`src/rtl/core/dls_pkg.sv`:
```
// Shared types, codes and reset constants of the daylight lighting sequencer.
`default_nettype none

package dls_pkg;

  // Width of lamp compare values and ramp counts
  localparam int unsigned CmpW = 12;

  // Last valid count of each time field before wrap
  localparam logic [5:0] SecLast  = 6'd59;
  localparam logic [5:0] MinLast  = 6'd59;
  localparam logic [4:0] HourLast = 5'd23;

  // Reset values of configuration registers
  localparam logic [4:0]      OnHourRst     = 5'd8;
  localparam logic [4:0]      OffHourRst    = 5'd21;
  localparam logic [5:0]      OffMinuteRst  = 6'd12;
  localparam logic [CmpW-1:0] RampTopRst    = CmpW'(1275);
  localparam logic [CmpW-1:0] DayBaseRst    = CmpW'(1275);
  localparam logic [3:0]      LightGainRst  = 4'd5;
  localparam logic [CmpW-1:0] MoonCmpRst    = CmpW'(1275);

  // Reset values of schedule state
  localparam logic [CmpW-1:0] RampCountRst  = CmpW'(1275);
  localparam logic [CmpW-1:0] CompareRst    = CmpW'(2184);

  // Input transaction kinds
  typedef enum logic [1:0] {
    KIND_SECOND  = 2'd0,
    KIND_CONTROL = 2'd1,
    KIND_LOAD    = 2'd2,
    KIND_UNUSED  = 2'd3
  } dls_kind_e;

  // Schedule modes
  typedef enum logic [2:0] {
    MODE_OFF     = 3'd0,
    MODE_SUNRISE = 3'd1,
    MODE_DAY     = 3'd2,
    MODE_SUNSET  = 3'd3,
    MODE_MOON    = 3'd4
  } dls_mode_e;

  // Configuration register indexes
  typedef enum logic [2:0] {
    CFG_ON_HOUR    = 3'd0,
    CFG_OFF_HOUR   = 3'd1,
    CFG_OFF_MINUTE = 3'd2,
    CFG_RAMP_TOP   = 3'd3,
    CFG_DAY_BASE   = 3'd4,
    CFG_LIGHT_GAIN = 3'd5,
    CFG_MOON_CMP   = 3'd6,
    CFG_NONE       = 3'd7
  } dls_cfg_idx_e;

  typedef struct packed {
    logic [4:0]      on_hour;
    logic [4:0]      off_hour;
    logic [5:0]      off_minute;
    logic [CmpW-1:0] ramp_top;
    logic [CmpW-1:0] day_base;
    logic [3:0]      light_gain;
    logic [CmpW-1:0] moon_compare;
  } dls_cfg_t;

  typedef struct packed {
    logic [4:0] hour;
    logic [5:0] minute;
    logic [5:0] second;
  } dls_time_t;

  typedef struct packed {
    logic [1:0] kind;
    logic [7:0] ambient_light;
    logic [4:0] load_hour;
    logic [5:0] load_minute;
    logic [5:0] load_second;
  } dls_in_t;

  typedef struct packed {
    logic [2:0]      mode;
    logic [CmpW-1:0] main_compare;
    logic            main_enable;
    logic            moon_enable;
    logic [CmpW-1:0] moon_level;
    logic [4:0]      hour_now;
    logic [5:0]      minute_now;
    logic [5:0]      second_now;
  } dls_out_t;

endpackage

`default_nettype wire

```
`src/rtl/core/dls_cfg_regs.sv`:
```
// Configuration register file of the daylight lighting sequencer.
`default_nettype none

module dls_cfg_regs (
  input  logic                       clk_i,
  input  logic                       rst_ni,
  input  logic                       wr_en_i,
  input  logic [2:0]                 wr_index_i,
  input  logic [dls_pkg::CmpW-1:0]   wr_data_i,
  output dls_pkg::dls_cfg_t          cfg_o
);

  dls_pkg::dls_cfg_t cfg_q;
  dls_pkg::dls_cfg_t cfg_d;

  // Decode the write index and take the low bits of the data
  always_comb begin
    cfg_d = cfg_q;
    if (wr_en_i) begin
      case (wr_index_i)
        dls_pkg::CFG_ON_HOUR:    cfg_d.on_hour      = wr_data_i[4:0];
        dls_pkg::CFG_OFF_HOUR:   cfg_d.off_hour     = wr_data_i[4:0];
        dls_pkg::CFG_OFF_MINUTE: cfg_d.off_minute   = wr_data_i[5:0];
        dls_pkg::CFG_RAMP_TOP:   cfg_d.ramp_top     = wr_data_i;
        dls_pkg::CFG_DAY_BASE:   cfg_d.day_base     = wr_data_i;
        dls_pkg::CFG_LIGHT_GAIN: cfg_d.light_gain   = wr_data_i[3:0];
        dls_pkg::CFG_MOON_CMP:   cfg_d.moon_compare = wr_data_i;
        default:                 cfg_d = cfg_q;
      endcase
    end
  end

  always_ff @(posedge clk_i or negedge rst_ni) begin
    if (!rst_ni) begin
      cfg_q.on_hour      <= dls_pkg::OnHourRst;
      cfg_q.off_hour     <= dls_pkg::OffHourRst;
      cfg_q.off_minute   <= dls_pkg::OffMinuteRst;
      cfg_q.ramp_top     <= dls_pkg::RampTopRst;
      cfg_q.day_base     <= dls_pkg::DayBaseRst;
      cfg_q.light_gain   <= dls_pkg::LightGainRst;
      cfg_q.moon_compare <= dls_pkg::MoonCmpRst;
    end else begin
      cfg_q <= cfg_d;
    end
  end

  assign cfg_o = cfg_q;

endmodule

`default_nettype wire

```
`src/rtl/core/dls_timekeeper.sv`:
```
// Time-of-day counter: second ticks, 24-hour wrap and time load.
`default_nettype none

module dls_timekeeper (
  input  logic               clk_i,
  input  logic               rst_ni,
  input  logic               step_en_i,
  input  dls_pkg::dls_in_t   item_i,
  output dls_pkg::dls_time_t time_q_o,
  output dls_pkg::dls_time_t time_d_o
);

  dls_pkg::dls_time_t time_q;
  dls_pkg::dls_time_t time_d;

  // Advance or load the time; counts at or past their limit wrap with carry
  always_comb begin
    time_d = time_q;
    if (step_en_i) begin
      case (item_i.kind)
        dls_pkg::KIND_SECOND: begin
          if (time_q.second >= dls_pkg::SecLast) begin
            time_d.second = '0;
            if (time_q.minute >= dls_pkg::MinLast) begin
              time_d.minute = '0;
              if (time_q.hour >= dls_pkg::HourLast) begin
                time_d.hour = '0;
              end else begin
                time_d.hour = time_q.hour + 5'd1;
              end
            end else begin
              time_d.minute = time_q.minute + 6'd1;
            end
          end else begin
            time_d.second = time_q.second + 6'd1;
          end
        end
        dls_pkg::KIND_LOAD: begin
          time_d.hour   = item_i.load_hour;
          time_d.minute = item_i.load_minute;
          time_d.second = item_i.load_second;
        end
        default: time_d = time_q;
      endcase
    end
  end

  always_ff @(posedge clk_i or negedge rst_ni) begin
    if (!rst_ni) begin
      time_q <= '0;
    end else begin
      time_q <= time_d;
    end
  end

  assign time_q_o = time_q;
  assign time_d_o = time_d;

  // A load transaction lands its time exactly
  a_load_time: assert property (@(posedge clk_i) disable iff (!rst_ni)
    step_en_i && (item_i.kind == dls_pkg::KIND_LOAD) |=>
      (time_q.hour == $past(item_i.load_hour)) &&
      (time_q.minute == $past(item_i.load_minute)) &&
      (time_q.second == $past(item_i.load_second)))
    else $error("time load lost");

endmodule

`default_nettype wire

```
`src/rtl/core/dls_scheduler.sv`:
```
// Five-mode lamp schedule: mode, ramp counter and main compare value.
`default_nettype none

module dls_scheduler (
  input  logic                     clk_i,
  input  logic                     rst_ni,
  input  logic                     step_en_i,
  input  dls_pkg::dls_in_t         item_i,
  input  dls_pkg::dls_cfg_t        cfg_i,
  input  dls_pkg::dls_time_t       time_i,
  output dls_pkg::dls_mode_e       mode_d_o,
  output logic [dls_pkg::CmpW-1:0] compare_d_o
);

  dls_pkg::dls_mode_e       mode_q;
  dls_pkg::dls_mode_e       mode_d;
  logic [dls_pkg::CmpW-1:0] ramp_q;
  logic [dls_pkg::CmpW-1:0] ramp_d;
  logic [dls_pkg::CmpW-1:0] compare_q;
  logic [dls_pkg::CmpW-1:0] compare_d;
  logic [dls_pkg::CmpW-1:0] light_ext;
  logic [dls_pkg::CmpW-1:0] gain_ext;
  logic [dls_pkg::CmpW-1:0] light_sub;

  // Ambient correction; gain times light stays below the compare range
  assign light_ext = {{(dls_pkg::CmpW-8){1'b0}}, item_i.ambient_light};
  assign gain_ext  = {{(dls_pkg::CmpW-4){1'b0}}, cfg_i.light_gain};
  assign light_sub = light_ext * gain_ext;

  // Step the schedule on a control tick
  always_comb begin
    mode_d    = mode_q;
    ramp_d    = ramp_q;
    compare_d = compare_q;
    if (step_en_i && (item_i.kind == dls_pkg::KIND_CONTROL)) begin
      case (mode_q)
        dls_pkg::MODE_SUNRISE: begin
          ramp_d = ramp_q - dls_pkg::CmpW'(1);
          if (ramp_d == '0) begin
            mode_d = dls_pkg::MODE_DAY;
          end
        end
        dls_pkg::MODE_DAY: begin
          compare_d = (cfg_i.day_base > light_sub) ? (cfg_i.day_base - light_sub) : '0;
          if ((time_i.hour == cfg_i.off_hour) && (time_i.minute == cfg_i.off_minute)) begin
            mode_d = dls_pkg::MODE_SUNSET;
          end
        end
        dls_pkg::MODE_SUNSET: begin
          ramp_d = ramp_q + dls_pkg::CmpW'(1);
          if (ramp_d == cfg_i.ramp_top) begin
            mode_d = dls_pkg::MODE_MOON;
          end
        end
        dls_pkg::MODE_MOON: begin
          if (time_i.hour == '0) begin
            mode_d = dls_pkg::MODE_OFF;
          end
        end
        default: begin
          mode_d = (time_i.hour >= cfg_i.on_hour) ? dls_pkg::MODE_SUNRISE : dls_pkg::MODE_OFF;
        end
      endcase
      // Ramp modes drive the lamp from the ramp counter
      if ((mode_d == dls_pkg::MODE_SUNRISE) || (mode_d == dls_pkg::MODE_SUNSET)) begin
        compare_d = ramp_d;
      end
    end
  end

  always_ff @(posedge clk_i or negedge rst_ni) begin
    if (!rst_ni) begin
      mode_q    <= dls_pkg::MODE_OFF;
      ramp_q    <= dls_pkg::RampCountRst;
      compare_q <= dls_pkg::CompareRst;
    end else begin
      mode_q    <= mode_d;
      ramp_q    <= ramp_d;
      compare_q <= compare_d;
    end
  end

  assign mode_d_o    = mode_d;
  assign compare_d_o = compare_d;

  // During a ramp the lamp compare tracks the ramp counter
  a_ramp_tracks: assert property (@(posedge clk_i) disable iff (!rst_ni)
    (mode_q == dls_pkg::MODE_SUNRISE) || (mode_q == dls_pkg::MODE_SUNSET) |->
      compare_q == ramp_q)
    else $error("compare value off the ramp");

  // Sunrise ends in day when the counter reaches zero
  a_sunrise_end: assert property (@(posedge clk_i) disable iff (!rst_ni)
    step_en_i && (item_i.kind == dls_pkg::KIND_CONTROL) &&
      (mode_q == dls_pkg::MODE_SUNRISE) && (ramp_q == dls_pkg::CmpW'(1)) |=>
      mode_q == dls_pkg::MODE_DAY)
    else $error("sunrise did not end in day");

  // Schedule state holds without a control tick
  a_hold: assert property (@(posedge clk_i) disable iff (!rst_ni)
    !(step_en_i && (item_i.kind == dls_pkg::KIND_CONTROL)) |=>
      $stable(mode_q) && $stable(ramp_q) && $stable(compare_q))
    else $error("schedule moved without a control tick");

endmodule

`default_nettype wire

```
`src/rtl/core/daylight_lighting_sequencer_unit.sv`:
```
// Top level of the daylight lighting sequencer: input register, step logic, result register.
// A transaction is held in the input register, then stepped into the result register.
// Throughput: one transaction per cycle; the input register and the result register
//   advance together whenever the result register is empty or being taken.
// Reset: time 00:00:00, mode off, ramp count 1275, compare 2184, configuration
//   registers at their defaults; both pipeline registers empty.
`default_nettype none

module daylight_lighting_sequencer_unit (
  input  logic                     clk_i,
  input  logic                     rst_ni,
  input  logic                     in_valid_i,
  output logic                     in_ready_o,
  input  dls_pkg::dls_in_t         in_item_i,
  output logic                     out_valid_o,
  input  logic                     out_ready_i,
  output dls_pkg::dls_out_t        out_item_o,
  input  logic                     cfg_valid_i,
  output logic                     cfg_ready_o,
  input  logic [2:0]               cfg_index_i,
  input  logic [dls_pkg::CmpW-1:0] cfg_data_i
);

  logic                     in_valid_q;
  dls_pkg::dls_in_t         in_item_q;
  logic                     out_valid_q;
  dls_pkg::dls_out_t        out_item_q;
  dls_pkg::dls_out_t        out_item_d;
  logic                     advance;
  dls_pkg::dls_cfg_t        cfg;
  dls_pkg::dls_time_t       time_q;
  dls_pkg::dls_time_t       time_d;
  dls_pkg::dls_mode_e       mode_d;
  logic [dls_pkg::CmpW-1:0] compare_d;

  // Move the held transaction into the result register when there is room
  assign advance     = in_valid_q && (!out_valid_q || out_ready_i);
  assign in_ready_o  = !in_valid_q || advance;
  assign cfg_ready_o = 1'b1;

  dls_cfg_regs u_cfg_regs (
    .clk_i      (clk_i),
    .rst_ni     (rst_ni),
    .wr_en_i    (cfg_valid_i),
    .wr_index_i (cfg_index_i),
    .wr_data_i  (cfg_data_i),
    .cfg_o      (cfg)
  );

  dls_timekeeper u_timekeeper (
    .clk_i     (clk_i),
    .rst_ni    (rst_ni),
    .step_en_i (advance),
    .item_i    (in_item_q),
    .time_q_o  (time_q),
    .time_d_o  (time_d)
  );

  dls_scheduler u_scheduler (
    .clk_i       (clk_i),
    .rst_ni      (rst_ni),
    .step_en_i   (advance),
    .item_i      (in_item_q),
    .cfg_i       (cfg),
    .time_i      (time_q),
    .mode_d_o    (mode_d),
    .compare_d_o (compare_d)
  );

  // Assemble the result from the state after this transaction
  always_comb begin
    out_item_d.mode         = mode_d;
    out_item_d.main_compare = compare_d;
    out_item_d.main_enable  = (mode_d == dls_pkg::MODE_SUNRISE) ||
                              (mode_d == dls_pkg::MODE_DAY) ||
                              (mode_d == dls_pkg::MODE_SUNSET);
    out_item_d.moon_enable  = (mode_d == dls_pkg::MODE_MOON);
    out_item_d.moon_level   = (mode_d == dls_pkg::MODE_MOON) ? cfg.moon_compare : '0;
    out_item_d.hour_now     = time_d.hour;
    out_item_d.minute_now   = time_d.minute;
    out_item_d.second_now   = time_d.second;
  end

  // Valid flags of both pipeline registers
  always_ff @(posedge clk_i or negedge rst_ni) begin
    if (!rst_ni) begin
      in_valid_q  <= 1'b0;
      out_valid_q <= 1'b0;
    end else begin
      if (in_ready_o) begin
        in_valid_q <= in_valid_i;
      end
      if (advance) begin
        out_valid_q <= 1'b1;
      end else if (out_ready_i) begin
        out_valid_q <= 1'b0;
      end
    end
  end

  // Payload registers
  always_ff @(posedge clk_i) begin
    if (in_valid_i && in_ready_o) begin
      in_item_q <= in_item_i;
    end
    if (advance) begin
      out_item_q <= out_item_d;
    end
  end

  assign out_valid_o = out_valid_q;
  assign out_item_o  = out_item_q;

  // A held transaction stays held while the result is stalled
  a_in_hold: assert property (@(posedge clk_i) disable iff (!rst_ni)
    in_valid_q && !advance |=> in_valid_q)
    else $error("held transaction dropped");

  // A stepped transaction always yields a pending result
  a_step_result: assert property (@(posedge clk_i) disable iff (!rst_ni)
    advance |=> out_valid_q)
    else $error("result missing after step");

endmodule

`default_nettype wire
```
`config.mk`:
```
export PLATFORM = sky130hd
export DESIGN_NAME = daylight_lighting_sequencer_unit
export DESIGN_NICKNAME = d
export VERILOG_FILES = /design/src/rtl/core/dls_pkg.sv /design/src/rtl/core/dls_cfg_regs.sv /design/src/rtl/core/dls_timekeeper.sv /design/src/rtl/core/dls_scheduler.sv /design/src/rtl/core/daylight_lighting_sequencer_unit.sv
export SDC_FILE = /design/constraint.sdc
export NUM_CORES = 1
export LEC_CHECK = 0
export BUFFER_PORTS_ARGS = -buffer_cell sky130_fd_sc_hd__clkbuf_2
export CAP_MARGIN = 15
export CELL_PAD_IN_SITES_DETAIL_PLACEMENT = 1
export CELL_PAD_IN_SITES_GLOBAL_PLACEMENT = 1
export CORE_MARGIN = 4
export CORE_UTILIZATION = 44
export CTS_BUF_LIST = sky130_fd_sc_hd__clkbuf_8
export DETAILED_ROUTE_END_ITERATION = 10
export GPL_TIMING_DRIVEN = 0
export HOLD_SLACK_MARGIN = 0.06
export MAX_ROUTING_LAYER = met4
export PLACE_DENSITY = 0.81
export SLEW_MARGIN = 20
export SYNTH_ARGS = -nofsm -noshare
export SYNTH_HDL_FRONTEND = slang
export SYNTH_SLANG_ARGS = --single-unit
export TNS_END_PERCENT = 100
```
`constraint.sdc`:
```
create_clock -name clk_i -period 5.1 [get_ports clk_i]
set_input_delay 0.255 -clock clk_i [delete_from_list [all_inputs] [get_ports clk_i]]
set_output_delay 0.255 -clock clk_i [all_outputs]
set_load 0.05 [all_outputs]
```
# After elaboration in Yosys (flattened, before gate mapping)
# Cells that the tools add are included.
dict set report op_classes {
  n_addsub 6
  mul 1
  magnitude_cmp 5
  eq_ne 21
  n_mux 22
  reduce_logical 23
}
# cell n
set ops {}
lappend ops {{12-bit two-way mux} 4}
lappend ops {{17-bit one-hot mux with 2 select lines} 1}
lappend ops {{12-bit one-hot mux with 2 select lines} 1}
lappend ops {{3-bit by 2-bit equality test with 1-bit output (second input constant)} 7}
lappend ops {{3-bit two-way mux} 6}
lappend ops {{17-bit two-way mux} 1}
lappend ops {{3-bit equality test (second input constant)} 5}
lappend ops {{2-bit AND reduction} 7}
lappend ops {{12-bit by 1-bit adder with 12-bit output (second input constant)} 1}
lappend ops {{6-bit by 1-bit adder with 6-bit output (second input constant)} 2}
lappend ops {{12-bit equality test} 1}
lappend ops {{3-bit by 1-bit equality test with 1-bit output (second input constant)} 4}
lappend ops {{6-bit greater-or-equal comparator (second input constant)} 2}
lappend ops {{12-bit greater-than comparator} 1}
lappend ops {{12-bit logical NOT} 1}
lappend ops {{8-bit by 4-bit multiplier with 12-bit output} 1}
lappend ops {{6-bit two-way mux} 2}
lappend ops {{3-bit one-hot mux with 4 select lines} 1}
lappend ops {{12-bit by 1-bit subtractor with 12-bit output (second input constant)} 1}
lappend ops {{12-bit subtractor} 1}
lappend ops {{11-bit two-way mux} 1}
lappend ops {{5-bit two-way mux} 2}
lappend ops {{6-bit equality test} 1}
lappend ops {{5-bit by 1-bit adder with 5-bit output (second input constant)} 1}
lappend ops {{13 further kinds} 23}
dict set report word_totals {
  ff_bits 175
  in_bits 47
  output_inout_bits 49
  wordCells 106
}

# Logic depth before layout (Yosys ltp)
dict set report depth {
  word_depth 9
  depth_mapped 23
  depth_no_buf 23
}

# By module
# A second synthesis with hierarchy kept.
dict set report unflattened {
  cells_unflattened 835
  hier_area_um2 9700.6
}
# mod instances cells_per_inst area_per_inst_um2 seq_area_each_um2
set by_module_without_submodules {}
lappend by_module_without_submodules {dls_scheduler 1 482 3888.7 689.4}
lappend by_module_without_submodules {daylight_lighting_sequencer_unit 1 99 2419.8 2242.2}
lappend by_module_without_submodules {dls_cfg_regs 1 123 2212.1 1441.4}
lappend by_module_without_submodules {dls_timekeeper 1 131 1179.9 425.4}

# Least setup slack after synthesis
# Ideal clock, no wire load.
dict set report synth_timing {
  path_kind {reg-to-reg}
  startpoint {reg u_cfg_regs.cfg_q (netlist bit u_cfg_regs.cfg_o[15])}
  endpoint {reg out_item_q (netlist bit out_item_o[34]) (data pin)}
  setup_ns 0.138
  arrival_time_ns 4.693
  required_ns 4.962
  slack_ns 0.269
  stages_incl_launch_ff 23
  n_path_buf 0
  period_less_slack_ns 4.831
  cell_sequence {dfrtp_1 > and2_1 > fa_1 > inv_1 > fa_1 > inv_1 > ha_1 > nor2b_1 > o21ai_0 > a21oi_1 > o21ai_0 > nand2b_1 > a21o_1 > a21oi_1 > xor2_1 > ha_1 > nand4_1 > nor2b_1 > nand2_1 > a211oi_1 > inv_1 > nor3_2 > a221o_1}
}
dict set report synth_via {
  elab_chain_len 6
  elab_cells_between_ends 7
  classes_between {1 x add/sub; 1 x mul; 1 x order compare; 4 x mux}
}
# item line_no
set synth_lines {}
lappend synth_lines {{start: declaration} dls_cfg_regs.sv:13} ;# dls_pkg::dls_cfg_t cfg_q;
lappend synth_lines {{start signal: assignment} dls_cfg_regs.sv:43} ;# cfg_q <= cfg_d;
lappend synth_lines {{8-bit by 4-bit multiplier with 12-bit output (*)} dls_scheduler.sv:28} ;# assign light_sub = light_ext * gain_ext;
lappend synth_lines {{12-bit subtractor or 12-bit greater-than comparator (tied branches)} dls_scheduler.sv:44} ;# compare_d = (cfg_i.day_base > light_sub) ? (cfg_i.day_base - light_sub) : '0;
lappend synth_lines {{12-bit two-way mux (*)} dls_scheduler.sv:44}
lappend synth_lines {{12-bit two-way mux (*)} dls_scheduler.sv:36} ;# case (mode_q)
lappend synth_lines {{12-bit two-way mux (*)} dls_scheduler.sv:65} ;# if ((mode_d == dls_pkg::MODE_SUNRISE) || (mode_d == dls_pkg::MODE_SUNSET)) begin
lappend synth_lines {{12-bit two-way mux (*)} dls_scheduler.sv:35} ;# if (step_en_i && (item_i.kind == dls_pkg::KIND_CONTROL)) begin
lappend synth_lines {{named net compare_d, one bit} daylight_lighting_sequencer_unit.sv:34} ;# logic [dls_pkg::CmpW-1:0] compare_d;
lappend synth_lines {{end signal: assignment} daylight_lighting_sequencer_unit.sv:107} ;# out_item_q <= out_item_d;
lappend synth_lines {{end: declaration} daylight_lighting_sequencer_unit.sv:27} ;# dls_pkg::dls_out_t out_item_q;
# The timed path passes the listed nets; every way through them passes the cells marked *.
# A chain may end at the register's enable or synchronous reset.

# Worst setup path after layout
dict set report layout_timing {
  startpoint {reg u_cfg_regs.cfg_q (netlist bit u_cfg_regs.cfg_o[14])}
  endpoint {reg out_item_q (netlist bit out_item_o[41]) (data pin)}
}
# The elaborated chain is that of the path after synthesis.

==> run metrics <==
Die Y=around 160 um; ys async rst share=58.3%; later-pin clock latency in the skew report=470 ps; Num Clock Sinks=175; Worst-path clk slew=~110 ps; Area Growth Syn to Fin=19.6%; worst hold slack=83.0 ps; detailed-route vias per instance=5.54; PortBufs=94; Reg2Reg Launch Point=u_cfg_regs.cfg_o[14]$_DFFE_PN1P_; final instance area=11400 um2; measured slew at the worst slew-check pin=around 960 ps; DIE WIDTH=155 um; Routed WL per cell=20.2 um; total core area=21200 um2; failing checks=negative setup slack; number of synthesized flops with an enable pin=73; leakage power=4.76 nW; RSZ-0062 raised after global routing=true; CP max stage delay=630 ps; main flop type after synthesis=edfxtp_1; top-area cell type share of the netlist area=a little under a quarter; Setup crit end kind=flop; most common cell after layout, fill and taps aside=clkbuf_2; Cell Area, Synth=9550 um2; max-slew violation count=0; #FFs+latches synth=~180; initial antenna violation count=3; pin count of the biggest net entering global routing=78; global-route wire length before repair=42400 um; Max Clk Rate=around 190 MHz; Clock Path Buffers=2; setup TNS=-889 ps; Tcrit/Tclk final=103%; vias in the first global route=just under 8000; Critical Path Stages=23; post-synth cell types=67; most frequent cells in the layout=clkbuf_2 (93), edfxtp_1 (73), nand2_1 (65), dfrtp_1 (57), mux2_2 (50); I/O Pins=96; CP Launch Type=flop; crit-path most repeated cell=a21oi_2; post-layout util=54.0%; max-cap check violation count=0; Worst R2R End=out_item_o[41]$_DFFE_PP_; all-layer global routing usage=23.0%; global route total overflow=0; Rows=53; Vias=7282; flop2flop setup slack=-130 ps; Initial Utilization=45.1%; relative slew slack=35.7%; CTS tree=built; sequential-to-total area share from yosys stat=50.3%; WP buf/inv=5; clock skew=19.0 ps; largest fanout on the critical path=6; Placed Area=10400 um2; R2R depth=23; crit path to=out_item_o[41]$_DFFE_PP_; Mapped Avg Cell Area=11.1 um2; Setup-failing EPs final=17; kind of cell adding the most delay to the critical path=compound AO/OA/AOI/OAI gates; post-synth net total=about 960; top post-synthesis cells by area=edfxtp_1 (23%), dfrtp_1 (15%), dfstp_2 (12%); DRC Markers=0; Worst VDD drop=256 uV; Critical Path RT=between 5000 and 6000 ps; Slowest cell on crit path=dfstp_2; hpwl dp=19200 um; critical path, cell by cell=nand2_2 -> fa_1 -> inv_1 -> fa_1 -> ha_1 -> a21o_1 -> a21oi_2 -> o21ai_2 -> a21oi_2 -> o21bai_1 -> a21oi_2 -> nor3_1 -> a311oi_2 -> ha_1 -> buf_4 -> a21oi_2 -> o21a_1 -> buf_4 -> a211oi_4 -> inv_2 -> buf_4 -> nor2_2 -> a221o_1; min-delay worst type=input pin to flop; PnR Total Power=5.93 mW; Yosys Warn Count=0; post-synth top area cell=edfxtp_1; Power Density=519 nW/um2; Crit Path Class=flop to flop; cells after synthesis=862; Post-Layout Cell Count=approximately 1300; status=complete, but fails checks; final worst slack=-132 ps; crit path launch=u_cfg_regs.cfg_o[14]$_DFFE_PN1P_; dpl cells=between 1000 and 1500; GPL Wtd Cong=0.912; Setup Slack @ Placement=-629 ps; # H-tree levels=4; clk root buf=clkbuf_8; Fin. Hold Viols=0; crit path time final=5230 ps; layout cells sized above 1=27.9%; die area=24100 um2; 1st-iter DRT viols=389; final net count=1124; ANT nets after route=0; critical path data arrival time=between 5000 and 6000 ps; Detailed Route WL=26600 um; DR pass1 iterations=5; CTS Buf Count=17
==> worst min-delay path: cells and delay by family <==
family                 cells  cell delay (ps)
buffers and inverters      1               90
AND/OR/NAND/NOR            2              180
==> state kept, by name (all words and copies together), names as in the netlist <==
register and count:
u_cfg_regs.cfg_o 56, out_item_o 46, in_item_q 27, u_timekeeper.time_q_o 17, u_scheduler.compare_q 12, u_scheduler.ramp_q 12, u_scheduler.mode_q 3, in_valid_q 1
out_valid_o 1
==> worst min-delay path by stage <==
stage                                    endpoint           from  depth (start not counted)
3_5_place_dp   u_scheduler.ramp_q[11]$_DFFE_PN0P_         rst_ni                          1
5_1_grt          u_cfg_regs.cfg_o[35]$_DFFE_PN1P_  cfg_data_i[7]                          2
2_1_floorplan              in_valid_q$_DFFE_PN0N_         rst_ni                          0
3_3_place_gp              in_item_q[17]$_DFFE_PP_  in_item_i[17]                          1
4_1_cts                   out_valid_o$_DFFE_PN0P_    out_ready_i                          3
6_report                  out_valid_o$_DFFE_PN0P_    out_ready_i                          3
==> power by group <==
| group | leakage [nW] | total [mW] | switching (mW) | internal, mW |
|---|---|---|---|---|
| registers | 1.90 | 2.06 | 0.207 | 1.85 |
| logic | 2.65 | 2.85 | 1.75 | 1.10 |
| clock network | 0.211 | 1.03 | 0.605 | 0.421 |
| total | 4.76 | 5.93 | 2.56 | 3.37 |
==> timing repair <==
| action | 4_1_cts | 5_1_grt |
|---|---|---|
| pin swaps | 13 | 30 |
| hold buffers | 30 | 0 |
| endpoints found under the setup margin | 24 | 24 |
| gates resized for setup | 18 | 17 |
| setup buffers | 12 | 5 |
| hold endpoints to repair | 99 | 0 |
==> cells in the mapped netlist, types with 4 or more instances <==
library cell	instances
edfxtp_1	73
nand2_1	66
dfrtp_1	59
mux2_2	50
inv_1	49
nor2_1	46
o21ai_0	44
dfstp_2	43
a21oi_1	42
and2_1	41
xnor2_1	41
ha_1	40
clkbuf_1	25
xor2_1	21
nor3_1	16
and3_1	13
fa_1	13
nand3_1	13
nor4_1	11
a31oi_1	10
nand2b_1	10
nand4_1	9
nor3b_1	8
a21o_1	7
a221o_1	7
o31ai_1	7
a211oi_1	6
buf_4	6
nor2b_1	6
or3_1	6
buf_2	5
mux2i_1	5
a22oi_1	4
and4_1	4
nand4b_1	4
o21a_1	4
==> metal layers <==
metal  part of all wire [%]  track usage, %  routed length, um
met5                      0               -                  0
met2                     52            39.3              13800
met1                     42            28.0              11200
met4                    2.3            7.04                602
met3                    3.7            4.01                973
==> cell type report <==
cell class                 count  area, um2
antenna                        3       7.51
buffer                        38        171
clock buffer                  17        234
clock inverter                15        193
fill                        2288       9740
inverter                      49        184
multi-input combinational    600       4530
sequential                   175       4800
tap                          275        344
timing repair buffer         143        947
==> cell families (layout without fill, tap and decap cells) <==
| family | Yosys count | in the layout | share of synthesized area, % |
|---|---|---|---|
| and+or+nand+nor | 268 | 268 | 14.9 |
| other | 1 | 4 | 0.0393 |
| adders and majority gates | 53 | 53 | 7.97 |
| xor gates and xnor gates | 62 | 62 | 5.69 |
| buffers and inverters | 87 | 262 | 3.72 |
| AOI/OAI and AO/OA | 161 | 161 | 11.0 |
| DFF | 175 | 175 | 50.3 |
| muxes | 55 | 55 | 6.42 |
(Power assumes the default switching activity.)
